--- src/design/rti_pkg.sv ---
// Shared types and constants of the ray-triangle intersection engine.
`default_nettype none
package rti_pkg;

  // Width of the exact determinant, dot products and divider remainders.
  localparam int WW = 104;
  // Quotient bits produced by the divider pipeline.
  localparam int QW = 32;
  // Width of a configuration register index.
  localparam int CFG_IDX_W = 3;

  localparam logic [CFG_IDX_W-1:0] CFG_ORIGIN_X = 3'd0;
  localparam logic [CFG_IDX_W-1:0] CFG_ORIGIN_Y = 3'd1;
  localparam logic [CFG_IDX_W-1:0] CFG_ORIGIN_Z = 3'd2;
  localparam logic [CFG_IDX_W-1:0] CFG_DIR_X    = 3'd3;
  localparam logic [CFG_IDX_W-1:0] CFG_DIR_Y    = 3'd4;
  localparam logic [CFG_IDX_W-1:0] CFG_DIR_Z    = 3'd5;

  localparam logic signed [31:0] RESET_DIR_Z = 32'sd65536;

  localparam logic [31:0] T_MAX = 32'h7FFF_FFFF;
  localparam logic [31:0] T_MIN = 32'h8000_0000;

  // Divider lanes.
  localparam int LANE_T = 0;
  localparam int LANE_U = 1;
  localparam int LANE_V = 2;

  typedef struct packed {
    logic signed [31:0] vertex0_x;
    logic signed [31:0] vertex0_y;
    logic signed [31:0] vertex0_z;
    logic signed [31:0] vertex1_x;
    logic signed [31:0] vertex1_y;
    logic signed [31:0] vertex1_z;
    logic signed [31:0] vertex2_x;
    logic signed [31:0] vertex2_y;
    logic signed [31:0] vertex2_z;
  } rti_in_t;

  typedef struct packed {
    logic               hit;
    logic signed [31:0] t_distance;
    logic [16:0]        bary_u;
    logic [16:0]        bary_v;
  } rti_out_t;

  // Payload of one divider step: shared divisor, three remainders, the
  // numerator bits still to shift in, and the quotient bits so far.
  typedef struct packed {
    logic                   miss;
    logic                   neg_t;
    logic                   big;
    logic [WW-1:0]          den;
    logic [2:0][WW-1:0]     rem;
    logic [2:0][QW-1:0]     nlo;
    logic [2:0][QW-1:0]     quo;
  } rti_div_t;

endpackage
`default_nettype wire

--- src/design/rti_div_stage.sv ---
// One restoring-division step for the three quotient lanes.
`default_nettype none
module rti_div_stage (
  input  wire logic              clk_i,
  input  wire logic              rst_ni,
  input  wire logic              en_i,
  input  wire logic              valid_i,
  input  wire rti_pkg::rti_div_t stage_i,
  output logic                   valid_o,
  output rti_pkg::rti_div_t      stage_o
);

  localparam int WW = rti_pkg::WW;
  localparam int QW = rti_pkg::QW;

  logic              valid_q;
  rti_pkg::rti_div_t stage_d, stage_q;

  always_comb begin
    logic [WW:0] r2;
    logic        ge;
    stage_d = stage_i;
    for (int k = 0; k < 3; k++) begin
      r2 = {stage_i.rem[k], stage_i.nlo[k][QW-1]};
      ge = (r2 >= {1'b0, stage_i.den});
      if (ge) begin
        r2 = r2 - {1'b0, stage_i.den};
      end
      stage_d.rem[k] = r2[WW-1:0];
      stage_d.nlo[k] = {stage_i.nlo[k][QW-2:0], 1'b0};
      stage_d.quo[k] = {stage_i.quo[k][QW-2:0], ge};
    end
  end

  always_ff @(posedge clk_i or negedge rst_ni) begin
    if (!rst_ni) begin
      valid_q <= 1'b0;
    end else if (en_i) begin
      valid_q <= valid_i;
    end
  end

  always_ff @(posedge clk_i) begin
    if (en_i) begin
      stage_q <= stage_d;
    end
  end

  assign valid_o = valid_q;
  assign stage_o = stage_q;

endmodule
`default_nettype wire

--- config.mk ---
export PLATFORM = sky130hd
export DESIGN_NAME = rti_div_stage
export DESIGN_NICKNAME = d
export VERILOG_FILES = /design/src/design/rti_pkg.sv /design/src/design/rti_div_stage.sv
export SDC_FILE = /design/constraint.sdc
export NUM_CORES = 1
export LEC_CHECK = 0
export BUFFER_PORTS_ARGS = -buffer_cell sky130_fd_sc_hd__buf_2
export CAP_MARGIN = 20
export CORE_AREA = 2 2 480 482
export DETAILED_ROUTE_END_ITERATION = 16
export DIE_AREA = 0 0 482 484
export GPL_ROUTABILITY_DRIVEN = 0
export MAX_ROUTING_LAYER = met4
export PLACE_DENSITY = 0.32
export RECOVER_POWER = 100
export SYNTH_ARGS = -nofsm -noshare
export SYNTH_HDL_FRONTEND = slang
export SYNTH_SLANG_ARGS = --single-unit
--- constraint.sdc ---
create_clock -name clk_i -period 1.1 [get_ports clk_i]
set_input_delay 0.165 -clock clk_i [delete_from_list [all_inputs] [get_ports clk_i]]
set_output_delay 0.165 -clock clk_i [all_outputs]
set_load 0.1 [all_outputs]
==> results.py, run 1 <==
metrics = {
    "floorplanning": {
        "die_w_um": 482,
        "rows": 176,
        "coreArea_mm2": 0.229,
        "die_h_um": 484,
        "io_pins": 1227,
        "die_area_mm2": 0.233,
        "initial_core_util_pct": 18.7,
    },
    "sta": {
        "fin_crit_sh_pct": 297,
        "max-slew-margin-rel_pct": 39.7,
        "setup_viol": 1501,
        "max_freq_ghz": 0.306,
        "period_minus_slack_ns": 3.26,
        "worstMarginPinSlew_ns": 0.901,
        "setup_slack_ns": -2.16,
        "finalHoldViolations": 3,
        "slew_viol_final": 0,
        "holdWs_ns": -0.340,
        "skew_ns": 0,
        "grt_setup_unrepaired": "yes",
    },
    "synthesis": {
        "synth_cell_types": 108,
        "syn_area_mm2": 0.0428,
        "ys_ff_latch": 609,
        "synth-async-reset-ratio_pct": 0.164,
        "synth_top_cell_by_area": "edfxtp_1",
        "avgSynthCellArea_um2": 9.31,
        "synth-edff-count": 608,
        "yosysWarnings": 0,
        "synth_seq_area_share_pct": 42.7,
        "synth_area_leaders": "edfxtp_1 (43%), ha_1 (9.1%), a21oi_1 (7.2%)",
        "synth.top_cell.area_share_pct": 42.6,
        "ys.flop_type": "edfxtp_1",
        "syn_inst": 4601,
    },
    "grt": {
        "gr-total-overflow": 0,
        "grt_usage_pct": 25.8,
        "grt_first_pass_wirelength_um": 410000,
        "grt_max_degree": 59,
        "antenna_found_initial": 118,
        "grt_pass1_vias": 52900,
    },
    "worst_setup_path": {
        "slowest_delay_ns": 0.56,
        "crit_slowest_cell": "or3_4",
        "crit_family": "simple AND/OR/NAND/NOR gates",
        "path_class": "in2reg",
        "cp-start-kind": "input pin",
        "path_max_fanout": 6,
        "end_kind": "register",
        "cp.arrival_ns": 3.75,
        "crit_chain": "buf_8, clkinvlp_4, ha_4, nand4_1, or3_4, nor3_4, buf_6, o31ai_4, o211ai_4, nand3_2, buf_6, o211a_4, buf_12, clkinv_16, buf_12, mux2_4",
        "crit_buf_inv": 7,
        "cp.depth": 16,
        "required_ns": 1.58,
        "r2r.worst_path.cells": 1,
    },
    "place": {
        "dp_hpwl_um": 258000,
        "placed_area_mm2": 0.0775,
        "portBuffers": 1220,
        "dp_cells": 10500,
    },
    "clock_network": {
        "cts_tree": "done",
        "clock_latency_ns": 0.72,
        "clockRootBuffer": "clkbuf_16",
        "clk_pin_slew_ns": 0.06,
        "numCtsBuffers": 87,
        "htree_levels": 3,
        "cts_sinks": 609,
        "clk_path_buf_depth": 3,
    },
    "drt": {
        "drtAntennaViolNets": 0,
        "drt-initial-drc-count": 3271,
        "wl_um": 312000,
        "firstDrtPassIters": 6,
        "wl_per_cell_um": 27.1,
        "num_vias": 52000,
        "drc": 0,
        "via_per_inst": 4.51,
    },
    "status": {
        "status": "finished, violations left",
        "violations": "hold timing, setup timing",
    },
    "pwr": {
        "vdd_drop_max_v": 0.00132,
        "p_leak_nw": 39.5,
        "p_per_area_mw_per_mm2": 1420,
    },
    "cells_and_area": {
        "finalNetCount": 9284,
        "final_cells": 11500,
        "utilization_pct": 40.1,
        "drive_above_1_share_pct": 48.7,
        "area_growth_pct": 114,
        "postLayoutCellArea_mm2": 0.0918,
    },
    "flow_run": {
        "maxCapViolations": 0,
    },
    "worst_hold_path": {
        "hp-class": "in2reg",
        "hold_path_depth": 1,
    },
}
## state kept, by name, summed over array words and instances, names as in the netlist
register,flops
stage_o,608
valid_o,1
## timing repair
action | CTS | global route
hold buffers | 602 | 2
setup endpoints to repair | 924 | 924
gates cloned | 1 | 36
endpoints found under the hold margin | 646 | 4
buffers inserted | 28 | 88
gates resized for setup | 142 | 642
pin swaps | 43 | 197
## metal layers
metal | global-route usage [%] | up-vias | wire (um)
met5 | - | - | 0
met4 | 12.1 | 0 | 16500
met3 | 4.11 | 460 | 15800
met2 | 45.9 | 1590 | 160000
met1 | 28.0 | 25200 | 120000
li1 | - | 24800 | -
## final cells by class
| type | count | area, um2 |
|---|---|---|
| Timing Repair inverter | 3 | 57.6 |
| Multi-Input combinational cell | 3546 | 26800 |
| Sequential cell | 609 | 18300 |
| Inverter | 227 | 1090 |
| Clock inverter | 55 | 604 |
| Tap cell | 3026 | 3790 |
| Fill cell | 22700 | 137000 |
| Clock buffer | 103 | 2290 |
| Timing Repair Buffer | 3880 | 38700 |
| Antenna cell | 81 | 203 |
## final timing paths
| path | startpoint | to | slack, ns |
|---|---|---|---|
| min in group asynchronous | rst_ni | valid_o$_DFFE_PN0P_ | 0.27 |
| worst max register to register | valid_o$_DFFE_PN0P_ | valid_o$_DFFE_PN0P_ | 0.32 |
| worst min-delay path | stage_i[504] | stage_o[504]$_DFFE_PP_ | -0.34 |
| worst min register to register | valid_o$_DFFE_PN0P_ | valid_o$_DFFE_PN0P_ | 0.58 |
| max in group asynchronous | rst_ni | valid_o$_DFFE_PN0P_ | 0.73 |
| worst max-delay path | stage_i[536] | stage_o[347]$_DFFE_PP_ | -2.16 |
## cell usage after synthesis (12+ instances only)
library cell,instances
a211oi_1,18
a21boi_0,24
a21o_1,154
a21oi_1,615
a221oi_1,12
a31oi_1,43
and2_1,31
and3_1,22
and4_1,15
buf_2,82
buf_4,15
clkbuf_1,121
edfxtp_1,608
ha_1,312
inv_1,225
mux2_2,15
nand2_1,429
nand2b_1,33
nand3_1,60
nand4_1,140
nor2_1,415
nor2b_1,26
nor3_1,76
nor4_1,29
o211ai_1,19
o21a_1,42
o21ai_0,361
o21bai_1,104
o31ai_1,27
or2_2,17
or3_1,27
xnor2_1,170
xor2_1,110
## placed cells by master (no fill, tap or decap), types with 165 or more instances in the layout
cell type / synthesis / final
o21ai_0: 361 / 250
buf_12: 0 / 696
inv_1: 225 / 165
buf_4: 15 / 1867
a21oi_1: 615 / 452
nor2_1: 415 / 331
buf_2: 82 / 522
nand2_1: 429 / 390
dlygate4sd3_1: 0 / 604
ha_1: 312 / 211
edfxtp_1: 608 / 608
## where the power goes
group	switching (mW)	total (mW)	internal, mW
clock network	12.8	29.7	16.9
logic	40.7	68.6	27.8
registers	2.93	32.3	29.3
total	56.5	131	74.1
## cell families (layout without fill, tap and decap cells)
| logic type | Yosys count | after routing | synth area share [%] |
|---|---|---|---|
| xor gates and xnor gates | 280 | 280 | 5.73 |
| AOI/OAI and AO/OA | 1564 | 1564 | 22.6 |
| muxes | 20 | 20 | 0.511 |
| DFF | 609 | 609 | 42.7 |
| adders and majority gates | 315 | 315 | 9.26 |
| other | 1 | 84 | 0.00876 |
| and+or+nand+nor | 1364 | 1364 | 14.9 |
| buffers and inverters | 448 | 4268 | 4.32 |
## stage by stage
step / worst slack [ns] / TNS [ns] / power [mW]
2_1_floorplan: -1.97 / -540.13 / 64.0
3_3_place_gp: -3.76 / -999.39 / 95.9
3_5_place_dp: -3.80 / -1009.28 / 95.8
4_1_cts: -2.19 / -897.62 / 129
5_1_grt: -2.15 / -1004.83 / 135
6_report: -2.16 / -950.77 / 131
No activity file was read; power rests on OpenSTA's default activity.
==> inputs of run 2 (changes only) <==
Settings changed: CORE_AREA 2 2 480 482 to 2 2 483 485, DIE_AREA 0 0 482 484 to 0 0 485 487.
Clock period 1.1 ns to 3.25 ns, I/O delays scaled along.
==> results.py, run 2 (synthesized netlist as in run 1, its figures left out) <==
metrics = {
    "worst_setup_path": {
        "worstSetupEndpoint": "stage_o[391]$_DFFE_PP_",
        "slowest_delay_ns": 0.42,
        "worstReg2RegEnd": "valid_o$_DFFE_PN0P_",
        "crit_buf_inv": 6,
        "r2r.worst_path.cells": 1,
        "timing.rr.start": "valid_o$_DFFE_PN0P_",
        "required_ns": 3.82,
        "path_max_fanout": 5,
        "crit_chain": "buf_8, clkinvlp_4, ha_4, buf_6, o21a_1, o21bai_2, a311o_2, a2111oi_4, buf_4, or2_4, nor3b_4, buf_6, a2bb2oi_4, a31oi_4, o41ai_4, buf_4, nor4_2, nor3_1",
        "cp.depth": 18,
        "crit_start": "stage_i[510]",
        "path_class": "in2reg",
        "cp-start-kind": "input pin",
        "cp.arrival_ns": 4.12,
        "reg2reg_slack_ns": 2.50,
        "end_kind": "register",
        "crit_family": "compound AO/OA/AOI/OAI gates",
        "crit_slowest_cell": "a311o_2",
    },
    "cells_and_area": {
        "drive_above_1_share_pct": 42.2,
        "final_cell_mix": "buf_4 (1677), clkbuf_1 (718), edfxtp_1 (608)",
        "layout_commonest_cell": "buf_4",
        "area_growth_pct": 83.3,
        "largest_reg_flops": 608,
        "finalNetCount": 8876,
    },
    "grt": {
        "grt_first_pass_wirelength_um": 400000,
        "grt_max_degree": 79,
        "grt_usage_pct": 24.8,
        "antenna_found_initial": 107,
        "gr-total-overflow": 0,
        "grt_pass1_vias": 51000,
    },
    "sta": {
        "holdWs_ns": 0.0613,
        "period_minus_slack_ns": 3.55,
        "setup_viol": 169,
        "max-slew-margin-rel_pct": -81.5,
        "worstMarginPinSlew_ns": 2.72,
        "max_freq_ghz": 0.282,
        "setup_slack_ns": -0.301,
        "grt_setup_unrepaired": "yes",
        "slew_viol_final": 63,
        "skew_ns": 0,
        "fin_crit_sh_pct": 109,
        "finalHoldViolations": 0,
    },
    "floorplanning": {
        "coreArea_mm2": 0.231,
        "rows": 177,
        "die_w_um": 485,
        "initial_core_util_pct": 18.5,
        "io_pins": 1227,
        "die_h_um": 487,
        "die_area_mm2": 0.236,
    },
    "drt": {
        "drtAntennaViolNets": 0,
        "wl_per_cell_um": 26.9,
        "drc": 0,
        "drt-initial-drc-count": 2820,
        "num_vias": 50100,
        "wl_um": 299000,
        "via_per_inst": 4.50,
        "firstDrtPassIters": 5,
    },
    "place": {
        "portBuffers": 1220,
        "place_ws_ns": -1.66,
        "dp_hpwl_um": 252000,
    },
    "pwr": {
        "swShare_pct": 46.0,
        "p_leak_nw": 33.1,
        "p_per_area_mw_per_mm2": 513,
        "power_frac_comb_pct": 48.8,
        "p_int_mw": 21.7,
        "p_total_mw": 40.2,
        "vdd_drop_max_v": 0.000399,
        "p_clk_share_pct": 25.2,
        "p_sw_mw": 18.5,
        "p_seq_share_pct": 26.1,
    },
    "clock_network": {
        "cts_sinks": 609,
        "clk_pin_slew_ns": 0.06,
        "cts_tree": "done",
        "htree_levels": 3,
        "clockRootBuffer": "clkbuf_16",
        "clk_path_buf_depth": 3,
        "clock_latency_ns": 0.74,
        "numCtsBuffers": 86,
    },
    "worst_hold_path": {
        "hp-class": "in2reg",
    },
    "status": {
        "violations": "capacitance limit, slew limit, setup timing",
        "status": "finished, violations left",
    },
    "flow_run": {
        "maxCapViolations": 34,
    },
}
## run 2: area by class of cell
class / instances / area [um2]
Fill cell: 24300 / 153000
Multi-Input combinational cell: 3546 / 27200
Antenna cell: 68 / 170
Sequential cell: 609 / 18300
Clock buffer: 105 / 2240
Tap cell: 3043 / 3810
Timing Repair Buffer: 3476 / 25200
Clock inverter: 53 / 688
Inverter: 227 / 941
## run 2: how the worst min path moves through the flow
stage	from	to	cells past startpoint
floorplan	rst_ni	valid_o$_DFFE_PN0P_	0
global placement	rst_ni	valid_o$_DFFE_PN0P_	1
detailed placement	rst_ni	valid_o$_DFFE_PN0P_	1
CTS	stage_i[312]	stage_o[313]$_DFFE_PP_	3
global route	stage_i[567]	stage_o[567]$_DFFE_PP_	1
finish	stage_i[567]	stage_o[567]$_DFFE_PP_	1
## run 2: per-stage QoR
stage	TNS, ns	utilization [%]	cells	cell area (um2)
after floorplan	-0.674	-	4603	43300
after global placement	-395.16	28.6	10400	66300
after detailed placement	-394.34	28.6	10400	66300
after CTS	-15.21	33.1	11000	76700
after global routing	-40.05	33.9	11100	78500
final	-12.47	33.9	11100	78500
## run 2: timing repair
item	CTS	global route
setup endpoints to repair	314	301
pin swaps	158	181
hold buffers	313	0
gates cloned	31	11
setup buffers	93	55
resized for setup	702	558
hold endpoints to repair	312	0
## run 2: metal layers
layer | GRT usage, % | wire length (um) | up-vias
li1 | - | - | 23900
met1 | 27.7 | 118000 | 24400
met2 | 43.7 | 151000 | 1420
met3 | 3.61 | 14200 | 414
met4 | 11.4 | 16700 | 0
met5 | - | 0 | -
## run 2: power by group through the flow
| stage | Combinational (mW) | Clock (mW) | Sequential [mW] |
|---|---|---|---|
| 4_1_cts | 19.4 | 10.5 | 10.5 |
| 6_report | 19.6 | 10.1 | 10.5 |
| 2_1_floorplan | 4.26 | 0 | 17.1 |
| 3_5_place_dp | 17.8 | 0 | 10.6 |
| 3_3_place_gp | 17.9 | 0 | 10.6 |
| 5_1_grt | 20.5 | 10.7 | 10.5 |
